--- src/rtl/nec_pkg.sv ---
// ----------------------------------------------------------------------------
// NEC IR decoder package
// Widths, reset values, register indexes, timing windows and helpers shared
// by the NEC pulse decoder.
// ----------------------------------------------------------------------------
`default_nettype none

package nec_pkg;

    // Field widths
    localparam int DUR_W     = 17;
    localparam int ELAPSED_W = 18;
    localparam int CODE_W    = 32;
    localparam int CNT_W     = 6;
    localparam int RPT_W     = 4;
    localparam int IDX_W     = 3;

    typedef logic [DUR_W-1:0]     dur_t;
    typedef logic [ELAPSED_W-1:0] elapsed_t;
    typedef logic [CODE_W-1:0]    code_t;

    // Saturation point of the elapsed-time counter
    localparam elapsed_t ELAPSED_MAX = '1;

    // Counted repeats needed for one repeat event
    localparam logic [RPT_W-1:0] REPEATS_PER_EVENT = 4'd2;

    // Frame length in bits
    localparam logic [CNT_W-1:0] FRAME_BITS = 6'd32;

    // Configuration register indexes
    localparam logic [IDX_W-1:0] REG_LEAD_LOW_MIN  = 3'd0;
    localparam logic [IDX_W-1:0] REG_LEAD_LOW_MAX  = 3'd1;
    localparam logic [IDX_W-1:0] REG_LEAD_HIGH_MIN = 3'd2;
    localparam logic [IDX_W-1:0] REG_LEAD_HIGH_MAX = 3'd3;
    localparam logic [IDX_W-1:0] REG_SHORT_MIN     = 3'd4;
    localparam logic [IDX_W-1:0] REG_SHORT_MAX     = 3'd5;
    localparam logic [IDX_W-1:0] REG_LONG_MIN      = 3'd6;
    localparam logic [IDX_W-1:0] REG_LONG_MAX      = 3'd7;

    // Configuration reset values (microseconds)
    localparam dur_t RST_LEAD_LOW_MIN  = 17'd8500;
    localparam dur_t RST_LEAD_LOW_MAX  = 17'd9500;
    localparam dur_t RST_LEAD_HIGH_MIN = 17'd4000;
    localparam dur_t RST_LEAD_HIGH_MAX = 17'd5000;
    localparam dur_t RST_SHORT_MIN     = 17'd340;
    localparam dur_t RST_SHORT_MAX     = 17'd780;
    localparam dur_t RST_LONG_MIN      = 17'd1460;
    localparam dur_t RST_LONG_MAX      = 17'd1900;

    // Repeat leader high window, both bounds exclusive
    localparam dur_t REP_HIGH_LO = 17'd1750;
    localparam dur_t REP_HIGH_HI = 17'd2750;

    // Gap windows that qualify a repeat, bounds exclusive
    localparam elapsed_t REP_GAP_LO   = 18'd44500;
    localparam elapsed_t REP_GAP_HI   = 18'd45500;
    localparam elapsed_t REP_GAP_LONG = 18'd107500;

    // Event kinds
    localparam logic EV_FRAME  = 1'b0;
    localparam logic EV_REPEAT = 1'b1;

    // Saturating add of two elapsed-time values
    function automatic elapsed_t sat_add(input elapsed_t a, input elapsed_t b);
        logic [ELAPSED_W:0] s;
        s = {1'b0, a} + {1'b0, b};
        return s[ELAPSED_W] ? ELAPSED_MAX : s[ELAPSED_W-1:0];
    endfunction

endpackage

`default_nettype wire

--- src/rtl/nec_ir_pulse_decoder_top.sv ---
// ----------------------------------------------------------------------------
// NEC IR pulse decoder
// Decodes NEC remote frames and repeat events from measured line pulses.
// ----------------------------------------------------------------------------
//
// Each request is one measured pulse (level, length in microseconds). The
// block takes one request per clock while in_stall is low: a request is
// captured in an input register and fully decoded, once the decode stage
// advances, by window compares, a saturating elapsed-time add and a 32-bit
// shift, with the result written to an output register. in_stall rises only
// while a held result blocks the decode stage. At most one result per pulse:
// a decoded frame (event_kind 0) or, on every second counted repeat, a repeat
// event (event_kind 1) carrying the last frame's bytes. Write the timing
// window registers only while the block is idle.
`default_nettype none

module nec_ir_pulse_decoder_top
    import nec_pkg::*;
(
    input  wire logic             clk,
    input  wire logic             rst_n,
    // configuration write port
    input  wire logic             cfg_we,
    input  wire logic [IDX_W-1:0] cfg_index,
    input  wire logic [DUR_W-1:0] cfg_wdata,
    // pulse channel
    input  wire logic             in_valid,
    output logic                  in_stall,
    input  wire logic             level,
    input  wire logic [DUR_W-1:0] duration_us,
    // event channel
    output logic                  out_valid,
    input  wire logic             out_stall,
    output logic                  event_kind,
    output logic [7:0]            byte0,
    output logic [7:0]            byte1,
    output logic [7:0]            byte2,
    output logic [7:0]            byte3
);

    // Decoder phases
    localparam logic [1:0] PH_IDLE      = 2'd0;
    localparam logic [1:0] PH_LEAD_HIGH = 2'd1;
    localparam logic [1:0] PH_BIT_LOW   = 2'd2;
    localparam logic [1:0] PH_BIT_HIGH  = 2'd3;

    // Configuration registers
    dur_t lead_low_min_reg, lead_low_max_reg, lead_high_min_reg, lead_high_max_reg;
    dur_t short_min_reg, short_max_reg, long_min_reg, long_max_reg;

    // Input stage
    logic             in_valid_reg;
    logic             level_reg;
    dur_t             dur_reg;

    // Decoder state
    logic [1:0]       phase_reg, phase_next;
    logic [CNT_W-1:0] bit_count_reg, bit_count_next;
    code_t            shift_reg, shift_next;
    code_t            last_code_reg, last_code_next;
    elapsed_t         elapsed_reg, elapsed_next;
    elapsed_t         gap_reg, gap_next;
    logic [RPT_W-1:0] repeat_count_reg, repeat_count_next;

    // Result stage
    logic             out_valid_reg;
    logic             event_kind_reg;
    code_t            code_out_reg;

    // Decode outputs
    logic             emit;
    logic             emit_kind;
    code_t            emit_code;

    logic             proc_ready;
    logic             fire;
    logic             accept;

    elapsed_t         dur_ext;
    elapsed_t         elapsed_add;
    elapsed_t         gap_eff;
    logic             lead_low_ok, lead_high_ok, rep_high_ok, rep_gap_ok;
    logic             short_low_ok, zero_high_ok, one_high_ok;
    logic [RPT_W-1:0] repeat_inc;
    logic [CNT_W-1:0] bit_count_inc;
    code_t            shift_in;

    // Handshake: decode advances when the result slot is free or draining
    assign proc_ready = !out_valid_reg || !out_stall;
    assign fire       = in_valid_reg && proc_ready;
    assign in_stall   = in_valid_reg && !proc_ready;
    assign accept     = in_valid && !in_stall;

    // Configuration writes
    always_ff @(posedge clk or negedge rst_n)
    begin
        if (!rst_n)
        begin
            lead_low_min_reg  <= RST_LEAD_LOW_MIN;
            lead_low_max_reg  <= RST_LEAD_LOW_MAX;
            lead_high_min_reg <= RST_LEAD_HIGH_MIN;
            lead_high_max_reg <= RST_LEAD_HIGH_MAX;
            short_min_reg     <= RST_SHORT_MIN;
            short_max_reg     <= RST_SHORT_MAX;
            long_min_reg      <= RST_LONG_MIN;
            long_max_reg      <= RST_LONG_MAX;
        end
        else if (cfg_we)
        begin
            unique case (cfg_index)
                REG_LEAD_LOW_MIN:  lead_low_min_reg  <= cfg_wdata;
                REG_LEAD_LOW_MAX:  lead_low_max_reg  <= cfg_wdata;
                REG_LEAD_HIGH_MIN: lead_high_min_reg <= cfg_wdata;
                REG_LEAD_HIGH_MAX: lead_high_max_reg <= cfg_wdata;
                REG_SHORT_MIN:     short_min_reg     <= cfg_wdata;
                REG_SHORT_MAX:     short_max_reg     <= cfg_wdata;
                REG_LONG_MIN:      long_min_reg      <= cfg_wdata;
                REG_LONG_MAX:      long_max_reg      <= cfg_wdata;
                default:           lead_low_min_reg  <= lead_low_min_reg;
            endcase
        end
    end

    // Capture the incoming request
    always_ff @(posedge clk or negedge rst_n)
    begin
        if (!rst_n)
            in_valid_reg <= 1'b0;
        else if (accept)
            in_valid_reg <= 1'b1;
        else if (fire)
            in_valid_reg <= 1'b0;
    end

    always_ff @(posedge clk)
    begin
        if (accept)
        begin
            level_reg <= level;
            dur_reg   <= duration_us;
        end
    end

    // Window compares
    assign dur_ext      = {1'b0, dur_reg};
    assign elapsed_add  = sat_add(elapsed_reg, dur_ext);
    assign lead_low_ok  = (dur_reg >= lead_low_min_reg) && (dur_reg <= lead_low_max_reg);
    assign lead_high_ok = (dur_reg >= lead_high_min_reg) && (dur_reg <= lead_high_max_reg);
    assign rep_high_ok  = (dur_reg > REP_HIGH_LO) && (dur_reg < REP_HIGH_HI);
    assign rep_gap_ok   = ((gap_reg > REP_GAP_LO) && (gap_reg < REP_GAP_HI))
                        || (gap_reg > REP_GAP_LONG);
    assign short_low_ok = (dur_reg >= short_min_reg) && (dur_reg <= short_max_reg);
    assign zero_high_ok = (dur_reg > short_min_reg) && (dur_reg < short_max_reg);
    assign one_high_ok  = (dur_reg > long_min_reg) && (dur_reg < long_max_reg);
    assign repeat_inc   = repeat_count_reg + 1'b1;
    assign bit_count_inc = bit_count_reg + 1'b1;
    assign shift_in     = {one_high_ok && !zero_high_ok, shift_reg[CODE_W-1:1]};
    // A repeat-length high moves the reference point to the leader start
    assign gap_eff      = rep_high_ok ? '0 : gap_reg;

    // Decode one pulse
    always_comb
    begin
        phase_next        = phase_reg;
        bit_count_next    = bit_count_reg;
        shift_next        = shift_reg;
        last_code_next    = last_code_reg;
        elapsed_next      = elapsed_add;
        gap_next          = gap_reg;
        repeat_count_next = repeat_count_reg;
        emit              = 1'b0;
        emit_kind         = EV_FRAME;
        emit_code         = last_code_reg;

        unique case (phase_reg)
            PH_IDLE:
            begin
                // a high pulse in idle only adds time
                if (!level_reg && lead_low_ok)
                begin
                    gap_next     = elapsed_reg;
                    elapsed_next = dur_ext;
                    phase_next   = PH_LEAD_HIGH;
                end
            end
            PH_LEAD_HIGH:
            begin
                if (!level_reg)
                begin
                    elapsed_next = sat_add(gap_reg, elapsed_add);
                    gap_next     = '0;
                    phase_next   = PH_IDLE;
                end
                else if (rep_high_ok && rep_gap_ok)
                begin
                    gap_next          = '0;
                    phase_next        = PH_IDLE;
                    repeat_count_next = repeat_inc;
                    if (repeat_inc == REPEATS_PER_EVENT)
                    begin
                        repeat_count_next = '0;
                        emit              = 1'b1;
                        emit_kind         = EV_REPEAT;
                    end
                end
                else if (lead_high_ok)
                begin
                    gap_next       = gap_eff;
                    bit_count_next = '0;
                    shift_next     = '0;
                    phase_next     = PH_BIT_LOW;
                end
                else
                begin
                    elapsed_next = sat_add(gap_eff, elapsed_add);
                    gap_next     = '0;
                    phase_next   = PH_IDLE;
                end
            end
            PH_BIT_LOW:
            begin
                if (level_reg || !short_low_ok)
                begin
                    elapsed_next = sat_add(gap_reg, elapsed_add);
                    gap_next     = '0;
                    phase_next   = PH_IDLE;
                end
                else
                    phase_next = PH_BIT_HIGH;
            end
            PH_BIT_HIGH:
            begin
                if (!level_reg || !(zero_high_ok || one_high_ok))
                begin
                    elapsed_next = sat_add(gap_reg, elapsed_add);
                    gap_next     = '0;
                    phase_next   = PH_IDLE;
                end
                else if (bit_count_inc == FRAME_BITS)
                begin
                    // frame complete: latch code and restart the reference
                    shift_next        = shift_in;
                    last_code_next    = shift_in;
                    repeat_count_next = '0;
                    elapsed_next      = '0;
                    gap_next          = '0;
                    bit_count_next    = '0;
                    phase_next        = PH_IDLE;
                    emit              = 1'b1;
                    emit_kind         = EV_FRAME;
                    emit_code         = shift_in;
                end
                else
                begin
                    shift_next     = shift_in;
                    bit_count_next = bit_count_inc;
                    phase_next     = PH_BIT_LOW;
                end
            end
            default:
            begin
                phase_next = PH_IDLE;
            end
        endcase
    end

    // Advance decoder state
    always_ff @(posedge clk or negedge rst_n)
    begin
        if (!rst_n)
        begin
            phase_reg        <= PH_IDLE;
            bit_count_reg    <= '0;
            shift_reg        <= '0;
            last_code_reg    <= '0;
            elapsed_reg      <= ELAPSED_MAX;
            gap_reg          <= '0;
            repeat_count_reg <= '0;
        end
        else if (fire)
        begin
            phase_reg        <= phase_next;
            bit_count_reg    <= bit_count_next;
            shift_reg        <= shift_next;
            last_code_reg    <= last_code_next;
            elapsed_reg      <= elapsed_next;
            gap_reg          <= gap_next;
            repeat_count_reg <= repeat_count_next;
        end
    end

    // Hold the result until taken
    always_ff @(posedge clk or negedge rst_n)
    begin
        if (!rst_n)
            out_valid_reg <= 1'b0;
        else if (fire)
            out_valid_reg <= emit;
        else if (!out_stall)
            out_valid_reg <= 1'b0;
    end

    always_ff @(posedge clk)
    begin
        if (fire && emit)
        begin
            event_kind_reg <= emit_kind;
            code_out_reg   <= emit_code;
        end
    end

    assign out_valid  = out_valid_reg;
    assign event_kind = event_kind_reg;
    assign byte0      = code_out_reg[7:0];
    assign byte1      = code_out_reg[15:8];
    assign byte2      = code_out_reg[23:16];
    assign byte3      = code_out_reg[31:24];

    // Leader gap is always cleared whenever the decoder is idle
    assert property (@(posedge clk) disable iff (!rst_n)
        (phase_reg == PH_IDLE) |-> (gap_reg == '0))
        else $error("leader gap left over in idle");

    // Bit counter never reaches the frame length
    assert property (@(posedge clk) disable iff (!rst_n)
        bit_count_reg < FRAME_BITS)
        else $error("bit counter overran frame length");

    // A new result only comes from a decoded request
    assert property (@(posedge clk) disable iff (!rst_n)
        (out_valid_reg && !$past(out_valid_reg)) |-> $past(fire))
        else $error("result appeared without a decoded request");

    // Input stage stalls only when a result is blocked downstream
    assert property (@(posedge clk) disable iff (!rst_n)
        in_stall |-> (out_valid_reg && out_stall))
        else $error("input stalled with result slot free");

endmodule

`default_nettype wire

--- config.mk ---
export PLATFORM = sky130hd
export DESIGN_NAME = nec_ir_pulse_decoder_top
export DESIGN_NICKNAME = d
export VERILOG_FILES = /design/src/rtl/nec_pkg.sv /design/src/rtl/nec_ir_pulse_decoder_top.sv
export SDC_FILE = /design/constraint.sdc
export NUM_CORES = 1
export LEC_CHECK = 0
export ABC_AREA = 1
export BUFFER_PORTS_ARGS = -buffer_cell sky130_fd_sc_hd__buf_2
export CAP_MARGIN = 10
export CORE_MARGIN = 2
export CORE_UTILIZATION = 35
export CTS_CLUSTER_DIAMETER = 120
export DETAILED_ROUTE_END_ITERATION = 8
export PLACE_DENSITY = 0.54
export SETUP_SLACK_MARGIN = 0.05
export SLEW_MARGIN = 20
export SYNTH_ARGS = -nofsm -noshare
export SYNTH_HDL_FRONTEND = slang
export SYNTH_SLANG_ARGS = --single-unit
--- constraint.sdc ---
create_clock -name clk -period 9.6 [get_ports clk]
set_input_delay 0.48 -clock clk [delete_from_list [all_inputs] [get_ports clk]]
set_output_delay 0.48 -clock clk [all_outputs]
set_load 0.02 [all_outputs]
Word-level counts from Yosys, hierarchy flattened
Cells that the tools add are included.
Storage, ports and cells
  output and inout port bits: 35
  flip-flop bits (word level): 301
Cells by class
  order comparisons: 15
  reduce and logical (&&, ||, !) cells: 43
  add/sub/neg operators: 5
  mux-type cells: 58
  equal/unequal tests: 22
Operators by type and width (number)
  2-to-1 mux 18 bit: 18
  2-to-1 mux 32 bit: 7
  one-hot mux 18 bit (4 select lines): 2
  one-hot mux 32 bit (2 select lines): 1
  >= comparator 17 bit: 3
  less-or-equal comparator 17 bit: 3
  adder 18 x 18 -> 19 bit: 2
  > comparator 17 bit: 2
  less-than comparator 17 bit: 2
  2-to-1 mux 6 bit: 5
  2-to-1 mux 4 bit: 5
  adder 18 x 17 -> 19 bit: 1
  > comparator 18 x 16 -> 1 bit, second input constant: 1
  > comparator 18 x 17 -> 1 bit, second input constant: 1
  less-than comparator 18 x 16 -> 1 bit, second input constant: 1
  AND reduction 2 bit: 9
  > comparator 17 x 11 -> 1 bit, second input constant: 1
  less-than comparator 17 x 12 -> 1 bit, second input constant: 1
  inequality test 2 bit, second input constant: 8
  logical AND 1 bit: 14
  2-to-1 mux 2 bit: 7
  equality test 3 bit, second input constant: 4
  one-hot mux 6 bit (2 select lines): 1
  AND reduction 6 bit: 2
  other kinds (20): 42

Depth between registers and ports, before layout
  depth after elaboration: 9
  gate-level depth with buffers: 31
  depth with buffers taken out: 30

Worst setup path before layout
Ideal clock, no wire load.
  path type: register to register
  start: reg dur_reg[7]
  end: reg code_out_reg[0] (enable)
  setup time: 0.424 ns
  data required time: 9.176 ns
  arrival: 3.426 ns
  stages on the path, launching flop included: 16
  setup slack: 5.750 ns
  path through: edfxtp_1 ha_1 nand2_1 nor2_1 nand3b_1 nand3_1 nand2_1 nand2_1 nand3_1 nand2_4 nand4_4 buf_6 buf_6 nand2_1 inv_1 nor2_1
On the way
  word-level cells in the longest chain between the ends: 8
  elaborated cells on any way between the ends: 18
  classes of those cells: order compare (6); mux (4); reduce/logical (8)
RTL lines
  start: declaration: RTL line nec_ir_pulse_decoder_top.sv:54  | dur_t dur_reg;
  start signal: assignment: RTL line nec_ir_pulse_decoder_top.sv:140  | dur_reg <= duration_us;
  > comparator 17 bit (tied with other cells): RTL line nec_ir_pulse_decoder_top.sv:153  | assign zero_high_ok = (dur_reg > short_min_reg) && (dur_reg < short_max_reg);
  logical AND 1 bit (on tied branches): RTL line nec_ir_pulse_decoder_top.sv:153, nec_ir_pulse_decoder_top.sv:154
  logical OR 1 bit: RTL line nec_ir_pulse_decoder_top.sv:233  | if (!level_reg || !(zero_high_ok || one_high_ok))
  zero test 1 bit: RTL line nec_ir_pulse_decoder_top.sv:233
  logical OR 1 bit: RTL line nec_ir_pulse_decoder_top.sv:233
  2-to-1 mux 1 bit: RTL line nec_ir_pulse_decoder_top.sv:233
  one-hot mux 1 bit (2 select lines) *: RTL line nec_ir_pulse_decoder_top.sv:175  | unique case (phase_reg)
  logical AND 1 bit *: RTL line nec_ir_pulse_decoder_top.sv:305  | if (fire && emit)
  end signal: assignment: RTL line nec_ir_pulse_decoder_top.sv:308  | code_out_reg <= emit_code;
  end: declaration: RTL line nec_ir_pulse_decoder_top.sv:68  | code_t code_out_reg;
Mark *: on every way between the ends. The rest lies on a longest branch, timed or not.
A chain may end at the register's enable or synchronous reset.

Worst setup path in the final report
  start: reg dur_reg[11]
  end: reg elapsed_reg[16]
On the way
  word-level cells in the longest chain between the ends: 9
  elaborated cells on any way between the ends: 40
  classes of those cells: add/sub (3); order compare (12); mux (12); reduce/logical (13)
RTL lines
  > comparator 17 x 11 -> 1 bit / less-than comparator 17 x 12 -> 1 bit (equally long branches): RTL line nec_ir_pulse_decoder_top.sv:149  | assign rep_high_ok = (dur_reg > REP_HIGH_LO) && (dur_reg < REP_HIGH_HI);
  logical AND 1 bit: RTL line nec_ir_pulse_decoder_top.sv:149
  2-to-1 mux 18 bit: RTL line nec_ir_pulse_decoder_top.sv:159  | assign gap_eff = rep_high_ok ? '0 : gap_reg;
  adder 18 x 18 -> 19 bit: RTL line nec_pkg.sv:67  | s = {1'b0, a} + {1'b0, b};
  2-to-1 mux 18 bit: RTL line nec_pkg.sv:68  | return s[ELAPSED_W] ? ELAPSED_MAX : s[ELAPSED_W-1:0];
  2-to-1 mux 18 bit: RTL line nec_ir_pulse_decoder_top.sv:206  | else if (lead_high_ok)
  2-to-1 mux 18 bit: RTL line nec_ir_pulse_decoder_top.sv:194  | else if (rep_high_ok && rep_gap_ok)
  2-to-1 mux 18 bit: RTL line nec_ir_pulse_decoder_top.sv:188  | if (!level_reg)
  one-hot mux 18 bit (4 select lines) *: RTL line nec_ir_pulse_decoder_top.sv:175
  end signal: assignment: RTL line nec_ir_pulse_decoder_top.sv:286  | elapsed_reg <= elapsed_next;
  end: declaration: RTL line nec_ir_pulse_decoder_top.sv:61  | elapsed_t elapsed_reg, elapsed_next;
Marks and branches as above.

==> results.md <==
* Run status: finished clean
* Int Pwr at 3.98 mW
* Distinct cells, synth at 56
* DRT iter0 DRCs at 1,313
* Layout cells sized above 1 at 11.6%
* Synth top cells by count: 852 x nand2_1, 407 x inv_1, 217 x nor2_1, 192 x ha_1, 188 x dfrtp_1
* Vias at 18,800
* CP max FO at 14
* Placed Area at 22,200 um2
* Largest net degree at the start of global routing at 148
* Die H at 249 um
* CP Cell Sequence: ha_1, nand2_1, nand2_1, nand3_1, nand2_1, a21oi_1, nand2_1, nor2_4, inv_2, nor2_1, inv_1, ha_1, a21oi_1, a21oi_1, nor2_1, nand3_1, inv_1, nand2_1, nor2_1, a21oi_1, nand2_1, nand3_1, nor2_1, nor2_1
* Final hold violation count at 0
* WL final at 69,400 um
* Hold path depth at 1
* # rows at 89
* EDFF count, synth at 51
* Post-CTS Resized at 0
* H-tree lvl count at 2
* CTS tree: built
* Comb power frac at 62.2%
* Most common cell in the synthesized netlist: nand2_1
* Synth top area cells: dfrtp_1 22%, nand2_1 15%, ha_1 11%, dfstp_2 7.6%, edfxtp_1 7.3%
* # fillers at 6,267
* Yosys top cell area share at 22.3%
* Hold crit path type: in -> reg
* RSZ-0062 raised after global routing: no
* Fin Setup TNS at 0 ps
* Diode count at 0
* FF-to-FF End: elapsed_reg[16]
* Mean Syn Cell Area at 7.39 um2
* Leakage at 11.9 nW
* Clock Path Buffers at 3
* Ys flop type: dfrtp_1
* Net Switching at 4.37 mW
* Leading area contributor after synthesis: dfrtp_1
* Nets at 3,150
* Routed vias/inst at 5.07
* Worst EP required at 10,080 ps
* VDD IR max at 184 uV
* Pwr Total at 8.35 mW
* Reg area at 7840 um2
* Pwr Density at 358 nW/um2
* Die Area at 62,200 um2
* Design Area, Final at 23,300 um2
* Hold_buf cts at 1
* Drt pass-1 iters at 5
* Antenna violations before repair at 0
* Ys Warns at 0
* Gpl congestion at 0.947
* Rel. slew slack at 29.6%
* Slowest stage cell, crit path: edfxtp_1
* Worst Max-Slew Pin Slew at 1050 ps
* Synth Cell Area at 21,100 um2
* Crit-path leading delay family: simple AND/OR/NAND/NOR gates
* Number of global-route vias before repair at 18,500
* GRT Residual Overflow at 0
* Routed wire per std cell at 18.7 um
* Crit path from: dur_reg[11]
* Hold path endpoint: dur_reg[2]
* Syn_nets at 3,092
* Starting Density at 35.6%
* Footprint of the multi-input gates at 11,200 um2
* Reg2reg setup slack at 4370 ps
* Die X-Extent at 249 um
* Clk_skew at 28.5 ps
* Clock share of power at 16.4%
* Mapped Cells at 2,854
* DP Wirelength at 52,100 um
* Crit path launch type: flip-flop
* Async S/R FF share, synth at 83.0%
* FF+latch count, synth at 300
* Period utilisation layout at 54.5%
* Clock root buffer: clkbuf_16
* Post-CTS Setup Bufs at 0
* Clk Latency, worst-skew pair at 570 ps
* First-pass GRT wire length at 107,000 um
* WS Path Type: reg -> reg
* Clock-pin slew on the worst setup and hold paths at 60 ps
* Overall routing resource usage at 22.2%
* Crit Reg-Reg Startpoint: dur_reg[11]
* CP most frequent cell: nand2_1
* Post-synthesis sequential area ratio at 37.2%
* CTS Buf Count at 38
* Tmin final at 5230 ps
* Fmax achieved at 191 MHz
* Seq pwr share at 21.5%
* DR DRC count at 0
* Clock Sinks at 300
* R2R cell count at 24
* Final setup viols at 0
* Area grow syn2layout at 10.7%
* Hold Startpoint: duration_us[2]
* Top Ports at 78
* Max Transition Viols Final at 0
* WP buf/inv at 3
* Max Cap Viol at 0
* Core region area at 59,200 um2
* Crit-path max cell delay at 640 ps
* Crit end category: flip-flop
* Final ANT Viol Nets at 0
* Switch share at 52.3%
* Arr. time, crit path at 5710 ps
* Port bufs at 77
cell usage in the layout, fill, tap and decap left out, types with 7 or more instances in the layout:
cell type  count
xor2_1        24
ha_1         192
o21ai_0      185
a31oi_1        8
o21ai_2       46
nor2_1       216
nor3_1        29
clkbuf_1      14
nand4_1       39
nand2_4       10
o21ai_1       37
edfxtp_1      51
dfrtp_1      188
dfstp_2       61
buf_2         76
o21bai_1       7
nand3_1      177
clkbuf_16     39
inv_2         14
inv_1        406
a21o_1        13
nand3_2       17
a21oi_1      119
nand2_1      849
o22ai_1        7
buf_4         18
nand2_2       14
final cells by class:
class	count	area share [%]
Clock inverter	13	0.407
Sequential cell	300	33.6
Multi-Input combinational cell	2051	48.1
Clock buffer	56	4.58
Inverter	424	6.83
Tap cell	773	4.14
Timing Repair Buffer	97	2.40
power groups by stage:
| stage | Sequential, mW | Combinational [mW] | Clock [mW] |
|---|---|---|---|
| floorplan | 1.71 | 3.67 | 0 |
| global placement | 1.81 | 5.13 | 0 |
| detailed placement | 1.81 | 5.11 | 0 |
| CTS | 1.79 | 5.14 | 1.41 |
| global route | 1.82 | 5.77 | 1.46 |
| finish | 1.79 | 5.19 | 1.37 |
worst max-delay path by stage:
stage,to,slack [ps],cells after the start
finish,elapsed_reg[16],4370,24
global route,elapsed_reg[16],3890,24
global placement,elapsed_reg[16],4560,23
detailed placement,elapsed_reg[16],4430,24
floorplan,code_out_reg[0],5750,15
CTS,elapsed_reg[16],4390,24
routing by layer:
layer | up-vias | GRT usage (%) | part of all wire, %
met1 | 8901 | 28.6 | 45
met3 | 113 | 4.07 | 5.7
met2 | 513 | 37.2 | 46
met5 | - | 0 | 0
li1 | 9312 | - | -
met4 | 0 | 7.68 | 3.4
stage by stage:
| stage | hold WS [ps] | instances | setup WS [ps] | util [%] |
|---|---|---|---|---|
| floorplan | 184 | 2854 | 5750 | - |
| global placement | 461 | 3644 | 4560 | 37.4 |
| detailed placement | 465 | 3644 | 4430 | 37.4 |
| CTS | 58.1 | 3714 | 4390 | 39.4 |
| global route | 75.0 | 3714 | 3890 | 39.4 |
| finish | 83.3 | 3714 | 4370 | 39.4 |
logic make-up after synthesis:
logic type | count (synthesis) | synth area share (%)
adder cells (fa/ha/maj) | 195 | 11.7
buffers and inverters | 503 | 9.68
XOR/XNOR | 29 | 1.20
flip-flops | 300 | 37.2
AO/OA/AOI/OAI | 437 | 11.8
AND/OR/NAND/NOR | 1390 | 28.5
Note: power is estimated with default switching activity, not from simulation.
